**src/design/uartbq_pkg.sv**
```systemverilog
// Shared types, sizes and codes for the buffered UART transmit and receive queues.
package uartbq_pkg;

    localparam int TX_DEPTH = 16;
    localparam int RX_DEPTH = 16;

    localparam int TX_PTR_W  = $clog2(TX_DEPTH);
    localparam int RX_PTR_W  = $clog2(RX_DEPTH);
    localparam int TX_FILL_W = $clog2(TX_DEPTH + 1);
    localparam int RX_FILL_W = $clog2(RX_DEPTH + 1);

    localparam int BYTE_W   = 8;
    localparam int ACT_W    = 3;
    localparam int COUNT_W  = 5;
    localparam int STATUS_W = 3;
    localparam int APB_AW   = 2;
    localparam int APB_DW   = 32;

    typedef logic [BYTE_W-1:0]   t_byte;
    typedef logic [ACT_W-1:0]    t_action;
    typedef logic [STATUS_W-1:0] t_status;

    localparam t_action ACT_WRITE    = 3'd0;
    localparam t_action ACT_TX_DONE  = 3'd1;
    localparam t_action ACT_RECEIVE  = 3'd2;
    localparam t_action ACT_READ     = 3'd3;
    localparam t_action ACT_CLEAR_RX = 3'd4;
    localparam t_action ACT_CLEAR_TX = 3'd5;

    localparam t_status ST_OK          = 3'd0;
    localparam t_status ST_TX_FULL     = 3'd1;
    localparam t_status ST_EMPTY       = 3'd2;
    localparam t_status ST_ERRORED     = 3'd3;
    localparam t_status ST_RX_OVERFLOW = 3'd4;

    typedef struct packed {
        logic    send_valid;
        t_byte   send_byte;
        logic    read_valid;
        t_byte   read_byte;
        t_status status;
    } t_result;

endpackage

```
**src/design/uartbq_ram.sv**
```systemverilog
// Generic single-clock RAM with one write port and one registered read port.
module uartbq_ram #(
    parameter int WIDTH = 8,
    parameter int DEPTH = 16
) (
    input  logic                     i_clk,
    input  logic                     i_we,
    input  logic [$clog2(DEPTH)-1:0] i_waddr,
    input  logic [WIDTH-1:0]         i_wdata,
    input  logic [$clog2(DEPTH)-1:0] i_raddr,
    output logic [WIDTH-1:0]         o_rdata
);

    logic [WIDTH-1:0] r_mem [DEPTH];
    logic [WIDTH-1:0] r_rdata;

    always_ff @(posedge i_clk) begin
        if (i_we) begin
            r_mem[i_waddr] <= i_wdata;
        end
        r_rdata <= r_mem[i_raddr];
    end

    assign o_rdata = r_rdata;

endmodule

```
**src/design/uart_buffered_tx_rx_queues.sv**
```systemverilog
// Top level of the buffered UART front end: queue control, configuration port and result register.
// An accepted input moves the state to EXEC, which writes the result register.
// No new item is taken while one is in EXEC; o_ready is high only in IDLE.
// A new item is taken while a finished result is still waiting, once the result register frees.
// Reset clears the mode, all pointers, fill counts and the holding register.
// The queue RAMs are not cleared; entries are read only after they have been written.
module uart_buffered_tx_rx_queues
    import uartbq_pkg::*;
(
    input  logic                i_clk,
    input  logic                i_rst_n,
    input  logic                i_valid,
    output logic                o_ready,
    input  logic [ACT_W-1:0]    i_action,
    input  logic [BYTE_W-1:0]   i_data_byte,
    input  logic                i_transmitter_idle,
    input  logic                i_frame_error,
    input  logic                i_overrun_error,
    input  logic                i_parity_error,
    output logic                o_valid,
    input  logic                i_ready,
    output logic                o_send_valid,
    output logic [BYTE_W-1:0]   o_send_byte,
    output logic                o_read_valid,
    output logic [BYTE_W-1:0]   o_read_byte,
    output logic [COUNT_W-1:0]  o_receive_count,
    output logic [COUNT_W-1:0]  o_transmit_count,
    output logic [STATUS_W-1:0] o_status,
    input  logic                psel,
    input  logic                penable,
    input  logic                pwrite,
    input  logic [APB_AW-1:0]   paddr,
    input  logic [APB_DW-1:0]   pwdata,
    output logic [APB_DW-1:0]   prdata,
    output logic                pready
);

    localparam logic S_IDLE = 1'b0;
    localparam logic S_EXEC = 1'b1;

    logic                 r_state;
    logic                 n_state;
    logic                 r_mode;

    t_action              r_act;
    t_byte                r_data;
    logic                 r_idle;
    logic                 r_errs;

    logic [TX_PTR_W-1:0]  r_tx_wptr, n_tx_wptr;
    logic [TX_PTR_W-1:0]  r_tx_rptr, n_tx_rptr;
    logic [TX_FILL_W-1:0] r_tx_fill, n_tx_fill;
    logic [RX_PTR_W-1:0]  r_rx_wptr, n_rx_wptr;
    logic [RX_PTR_W-1:0]  r_rx_rptr, n_rx_rptr;
    logic [RX_FILL_W-1:0] r_rx_fill, n_rx_fill;
    t_byte                r_hold, n_hold;
    logic                 r_hold_full, n_hold_full;

    logic                 tx_we;
    logic                 rx_we;
    t_byte                tx_rdata;
    t_byte                rx_rdata;

    t_result              n_res;
    t_result              r_res;
    logic                 r_ovalid;
    logic                 in_xfer;
    logic                 out_xfer;
    logic                 cfg_wr;

    assign pready  = 1'b1;
    assign prdata  = {{(APB_DW-1){1'b0}}, r_mode};
    assign cfg_wr  = psel & penable & pwrite;

    assign o_ready  = (r_state == S_IDLE) & (~r_ovalid | i_ready);
    assign in_xfer  = i_valid & o_ready;
    assign out_xfer = r_ovalid & i_ready;

    uartbq_ram #(
        .WIDTH (BYTE_W),
        .DEPTH (TX_DEPTH)
    ) u_tx_ram (
        .i_clk   (i_clk),
        .i_we    (tx_we),
        .i_waddr (r_tx_wptr),
        .i_wdata (r_data),
        .i_raddr (r_tx_rptr),
        .o_rdata (tx_rdata)
    );

    uartbq_ram #(
        .WIDTH (BYTE_W),
        .DEPTH (RX_DEPTH)
    ) u_rx_ram (
        .i_clk   (i_clk),
        .i_we    (rx_we),
        .i_waddr (r_rx_wptr),
        .i_wdata (r_data),
        .i_raddr (r_rx_rptr),
        .o_rdata (rx_rdata)
    );

    always_comb begin
        n_state     = r_state;
        n_tx_wptr   = r_tx_wptr;
        n_tx_rptr   = r_tx_rptr;
        n_tx_fill   = r_tx_fill;
        n_rx_wptr   = r_rx_wptr;
        n_rx_rptr   = r_rx_rptr;
        n_rx_fill   = r_rx_fill;
        n_hold      = r_hold;
        n_hold_full = r_hold_full;
        tx_we       = 1'b0;
        rx_we       = 1'b0;
        n_res       = '0;
        n_res.status = ST_OK;

        unique case (r_state)
            S_IDLE: begin
                if (in_xfer) begin
                    n_state = S_EXEC;
                end
            end
            S_EXEC: begin
                n_state = S_IDLE;
                unique case (r_act)
                    ACT_WRITE: begin
                        if (!r_mode || (r_tx_fill == '0 && r_idle)) begin
                            n_res.send_valid = 1'b1;
                            n_res.send_byte  = r_data;
                        end else if (r_tx_fill == TX_FILL_W'(TX_DEPTH)) begin
                            n_res.status = ST_TX_FULL;
                        end else begin
                            tx_we     = 1'b1;
                            n_tx_wptr = (r_tx_wptr == TX_PTR_W'(TX_DEPTH - 1)) ?
                                        '0 : r_tx_wptr + 1'b1;
                            n_tx_fill = r_tx_fill + 1'b1;
                        end
                    end
                    ACT_TX_DONE: begin
                        if (r_mode && r_tx_fill != '0) begin
                            n_res.send_valid = 1'b1;
                            n_res.send_byte  = tx_rdata;
                            n_tx_rptr = (r_tx_rptr == TX_PTR_W'(TX_DEPTH - 1)) ?
                                        '0 : r_tx_rptr + 1'b1;
                            n_tx_fill = r_tx_fill - 1'b1;
                        end
                    end
                    ACT_RECEIVE: begin
                        if (r_mode) begin
                            if (r_errs) begin
                                n_res.status = ST_ERRORED;
                            end else if (r_rx_fill == RX_FILL_W'(RX_DEPTH)) begin
                                n_res.status = ST_RX_OVERFLOW;
                            end else begin
                                rx_we     = 1'b1;
                                n_rx_wptr = (r_rx_wptr == RX_PTR_W'(RX_DEPTH - 1)) ?
                                            '0 : r_rx_wptr + 1'b1;
                                n_rx_fill = r_rx_fill + 1'b1;
                            end
                        end else if (r_hold_full) begin
                            n_res.status = ST_RX_OVERFLOW;
                        end else begin
                            n_hold      = r_data;
                            n_hold_full = 1'b1;
                        end
                    end
                    ACT_READ: begin
                        if (r_mode) begin
                            if (r_rx_fill == '0) begin
                                n_res.status = ST_EMPTY;
                            end else begin
                                n_res.read_valid = 1'b1;
                                n_res.read_byte  = rx_rdata;
                                n_rx_rptr = (r_rx_rptr == RX_PTR_W'(RX_DEPTH - 1)) ?
                                            '0 : r_rx_rptr + 1'b1;
                                n_rx_fill = r_rx_fill - 1'b1;
                            end
                        end else if (r_hold_full) begin
                            n_res.read_valid = 1'b1;
                            n_res.read_byte  = r_hold;
                            n_hold_full      = 1'b0;
                        end else begin
                            n_res.status = ST_EMPTY;
                        end
                    end
                    ACT_CLEAR_RX: begin
                        n_rx_wptr   = '0;
                        n_rx_rptr   = '0;
                        n_rx_fill   = '0;
                        n_hold_full = 1'b0;
                    end
                    ACT_CLEAR_TX: begin
                        n_tx_wptr = '0;
                        n_tx_rptr = '0;
                        n_tx_fill = '0;
                    end
                    default: begin
                    end
                endcase
            end
            default: begin
                n_state = S_IDLE;
            end
        endcase
    end

    always_ff @(posedge i_clk) begin
        if (!i_rst_n) begin
            r_state     <= S_IDLE;
            r_mode      <= 1'b0;
            r_tx_wptr   <= '0;
            r_tx_rptr   <= '0;
            r_tx_fill   <= '0;
            r_rx_wptr   <= '0;
            r_rx_rptr   <= '0;
            r_rx_fill   <= '0;
            r_hold      <= '0;
            r_hold_full <= 1'b0;
            r_ovalid    <= 1'b0;
        end else begin
            r_state     <= n_state;
            r_tx_wptr   <= n_tx_wptr;
            r_tx_rptr   <= n_tx_rptr;
            r_tx_fill   <= n_tx_fill;
            r_rx_wptr   <= n_rx_wptr;
            r_rx_rptr   <= n_rx_rptr;
            r_rx_fill   <= n_rx_fill;
            r_hold      <= n_hold;
            r_hold_full <= n_hold_full;
            if (cfg_wr) begin
                r_mode <= pwdata[0];
            end
            if (r_state == S_EXEC) begin
                r_ovalid <= 1'b1;
            end else if (out_xfer) begin
                r_ovalid <= 1'b0;
            end
        end
    end

    always_ff @(posedge i_clk) begin
        if (in_xfer) begin
            r_act  <= i_action;
            r_data <= i_data_byte;
            r_idle <= i_transmitter_idle;
            r_errs <= i_frame_error | i_overrun_error | i_parity_error;
        end
        if (r_state == S_EXEC) begin
            r_res <= n_res;
        end
    end

    assign o_valid          = r_ovalid;
    assign o_send_valid     = r_res.send_valid;
    assign o_send_byte      = r_res.send_byte;
    assign o_read_valid     = r_res.read_valid;
    assign o_read_byte      = r_res.read_byte;
    assign o_status         = r_res.status;
    assign o_receive_count  = COUNT_W'(r_rx_fill);
    assign o_transmit_count = COUNT_W'(r_tx_fill);

endmodule

```
**config.mk**
```make
export PLATFORM = sky130hd
export DESIGN_NAME = uart_buffered_tx_rx_queues
export DESIGN_NICKNAME = d
export VERILOG_FILES = /design/src/design/uartbq_pkg.sv /design/src/design/uartbq_ram.sv /design/src/design/uart_buffered_tx_rx_queues.sv
export SDC_FILE = /design/constraint.sdc
export NUM_CORES = 1
export LEC_CHECK = 0
export ABC_CLOCK_PERIOD_IN_PS = 7290
export BUFFER_PORTS_ARGS = -buffer_cell sky130_fd_sc_hd__buf_4
export CORE_ASPECT_RATIO = 0.8
export CORE_MARGIN = 2
export CORE_UTILIZATION = 50
export CTS_CLUSTER_SIZE = 16
export DETAILED_ROUTE_END_ITERATION = 10
export GPL_TIMING_DRIVEN = 0
export PLACE_DENSITY = 0.7
export SLEW_MARGIN = 20
export SYNTH_ARGS = -nofsm -noshare
export SYNTH_HDL_FRONTEND = slang
export SYNTH_SLANG_ARGS = --single-unit
```
**constraint.sdc**
```tcl
create_clock -name i_clk -period 7.29 [get_ports i_clk]
set_input_delay 1.0935 -clock i_clk [delete_from_list [all_inputs] [get_ports i_clk]]
set_output_delay 1.0935 -clock i_clk [all_outputs]
set_load 0.05 [all_outputs]
```
==> flow_summary_export.csv <==
group,metric,value,unit
timing,fmax,297,MHz
pwr,p_leak,5.52,nW
place,dpl.cell_count,1262,
die,die-area,29500,um^2
die,die_y,154,um
drt,via_count,7701,
synthesis,yosysSeqAreaShare,69.6,%
synthesis,synthArstFlopShare,0,%
pwr,power,4.09,mW
final_layout,area_delta_synth_final,16.4,%
timing,hold_violations,0,
timing,maxSlewViolCount,0,
die,core_area,27400,um^2
place,io_buffers,56,
global_routing,gr-usage-all-layers,20.5,%
synthesis,synth-seq-cells,344,
timing,max_slew_margin,37.6,%
setup_path,worst-path-max-fanout,25,
global_routing,grt_max_degree,26,
timing,rsz0062_at_grt,"no",
setup_path,end_kind,"output pin",
global_routing,grt_antenna_before_repair,1,
drt,first_pass_iters,5,
setup_path,crit_required,6.20,ns
pwr,ir_drop,148,uV
final_layout,fin_nets,1009,
clock_tree,clockRootBuffer,"clkbuf_16",
drt,routedWlPerCell,22.5,um
timing,fin_tns_setup,0,ns
outcome,status,"completed",
clock_tree,clock_sinks,344,
final_layout,fin_cells,1323,
clock_tree,post-cts-setup-buffers,0,
final_layout,drive_gt1_share,28.2,%
setup_path,path_class,"reg2out",
final_layout,diodes,0,
place,dp_hpwl,20100,um
synthesis,synthesis.area,14100,um^2
timing,fin_crit,3.36,ns
die,rows,54,
synthesis,ys.flop_type,"edfxtp_1",
die,die_x,192,um
hold_path,hp-class,"reg2reg",
run,drv_cap,0,
timing,tightest_slew,0.936,ns
synthesis,avgSynthCellArea,17.5,um^2
clock_tree,clk_pin_slew,0.06,ns
place,place_congestion,0.830,
timing,setup_viol,0,
setup_path,start_kind,"register",
drt,detail-route-antenna-nets,0,
final_layout,fillers,2009,
clock_tree,cts_resized,0,
synthesis,netlist_instances,804,
setup_path,worstPathArrival,2.27,ns
drt,dr.first_iter.drc_count,840,
synthesis,ys_types,70,
timing,period_share,46.1,%
global_routing,grt_pass1_vias,7457,
drt,routed_wl,29700,um
drt,routed_via_density,5.82,
clock_tree,cts_tree,"done",
clock_tree,cts_buffers,36,
clock_tree,htree_levels,2,
die,ios,122,
clock_tree,hold_buffers,0,
timing,finClkSkew,0.0136,ns
synthesis,yosysWarnings,0,
clock_tree,clock_path_buffers,3,
global_routing,grt_pass1_wl,44800,um
global_routing,grt_remaining_overflow,0,
drt,route.detailed.drc,0,
synthesis,synth_edf_count,290,
pwr,powerDensity,250,nW/um^2
clock_tree,worstSkewPairLatency,0.53,ns
die,start_util,51.3,%
[per-stage QoR]
stage / area [um^2] / util [%] / worst slack, ns / hold slack (ns)
after floorplan: 14200 / - / 4.22 / 0.466
after global placement: 15100 / 54.9 / 3.63 / 0.497
after detailed placement: 15200 / 55.6 / 4.26 / 0.505
after CTS: 16400 / 59.6 / 3.92 / 0.519
after global routing: 16400 / 59.6 / 3.80 / 0.529
final: 16400 / 59.6 / 3.93 / 0.522
[power breakdown]
group | internal [mW] | total, mW | switching, mW
registers | 2.15 | 2.17 | 0.0244
clock network | 1.01 | 1.74 | 0.730
logic | 0.0631 | 0.187 | 0.123
total | 3.22 | 4.09 | 0.878
[critical path: stages (launching register included)]
cell,delay [ns]
dfxtp_2,0.75
buf_1,0.55
a21oi_1,0.19
buf_4,0.25
[synthesized netlist by cell type (3+ instances only)]
| library cell | count | share of area, % |
|---|---|---|
| a21boi_0 | 5 | 0.27 |
| a21boi_1 | 5 | 0.27 |
| a21oi_1 | 16 | 0.57 |
| a22o_1 | 8 | 0.50 |
| a22oi_1 | 8 | 0.43 |
| a31o_2 | 4 | 0.25 |
| and2_1 | 5 | 0.22 |
| buf_2 | 13 | 0.46 |
| buf_4 | 35 | 1.9 |
| buf_6 | 3 | 0.24 |
| clkbuf_1 | 23 | 0.61 |
| dfxtp_1 | 54 | 7.7 |
| edfxtp_1 | 290 | 62 |
| ha_1 | 16 | 1.4 |
| inv_1 | 13 | 0.35 |
| mux2i_1 | 11 | 0.78 |
| mux4_2 | 80 | 13 |
| nand2_1 | 35 | 0.93 |
| nand2b_1 | 6 | 0.27 |
| nand3_1 | 12 | 0.43 |
| nand4_1 | 5 | 0.22 |
| nor2_1 | 47 | 1.3 |
| nor2b_1 | 15 | 0.67 |
| nor3_1 | 9 | 0.32 |
| nor3b_1 | 4 | 0.21 |
| o211ai_1 | 4 | 0.21 |
| o21ai_0 | 12 | 0.43 |
| o31a_1 | 3 | 0.19 |
| or3_1 | 5 | 0.22 |
| or4_1 | 3 | 0.16 |
| xor2_1 | 3 | 0.19 |
[sequential cells by signal (all words and copies together), names as in the netlist]
signal and cells:
o_valid 1, o_send_byte 8, o_read_byte 8, r_tx_rptr 4, r_mode 1, o_receive_count 5
r_errs 1, o_send_valid 1, r_tx_wptr 4, u_rx_ram.o_rdata 8, r_rx_wptr 4, o_status 3
r_hold 8, r_hold_full 1, o_read_valid 1, r_data 8, r_idle 1, u_rx_ram.r_mem 128
r_state 1, u_tx_ram.o_rdata 8, o_transmit_count 5, r_act 3, r_rx_rptr 4, u_tx_ram.r_mem 128
[layout by cell type (no fill, tap or decap), types with 3 or more instances in the layout]
cell type  count
nor2b_1       15
o31a_1         3
a21boi_1       5
o211ai_1       4
dfxtp_1       53
nor2_1        47
conb_1        32
nand3_1       12
a21boi_0       5
or3_1          5
or4_1          3
xor2_1         3
mux2i_1       11
clkinv_1       6
edfxtp_1     290
buf_6          3
buf_8          5
buf_2         13
ha_1          16
nand4_1        5
a21oi_1       16
a22o_1         8
nor3_2         9
and2_1         5
nand2b_1       6
nor3b_1        4
clkbuf_1      31
nand2_1       35
a31o_2         4
buf_16         3
buf_4         91
a22oi_1        8
o21ai_0       12
mux4_2        80
clkbuf_16     36
inv_1         13
[routing by layer]
metal	up-vias	GRT usage, %	routed length (um)
met3	45	3.47	2570
met4	0	5.24	579
met2	340	29.7	13100
met5	-	0	0
li1	3386	-	-
met1	3930	32.4	13500
[worst paths after layout]
kind                                     startpoint                    end  slack [ns]  depth (start not counted)
worst max-delay path                        r_state                o_ready        3.93                          3
worst min register to register  u_tx_ram.o_rdata[4]         o_send_byte[4]        0.52                          1
worst max register to register              r_state  u_tx_ram.r_mem[11][5]        4.27                          4
worst min-delay path            u_tx_ram.o_rdata[4]         o_send_byte[4]        0.52                          1
[layout make-up]
class                      count  area [um^2]  share of cell area, %
sequential                   344         9790                   59.8
multi-input combinational    400         3920                   23.9
clock buffer                  46          958                   5.86
timing repair buffer          64          578                   3.53
buffer                        77          460                   2.81
tap                          364          455                   2.78
clock inverter                15          154                  0.941
inverter                      13         48.8                  0.298
[cells by family after synthesis]
family / synth area share, %
adder cells (fa/ha/maj): 1.57
flip-flops: 69.6
buffers and inverters: 3.62
AND/OR/NAND/NOR: 6.05
multiplexers: 13.6
AO/OA/AOI/OAI: 5.25
XOR/XNOR: 0.249
other: 0.0534
Power figures use the tool's default switching activity.
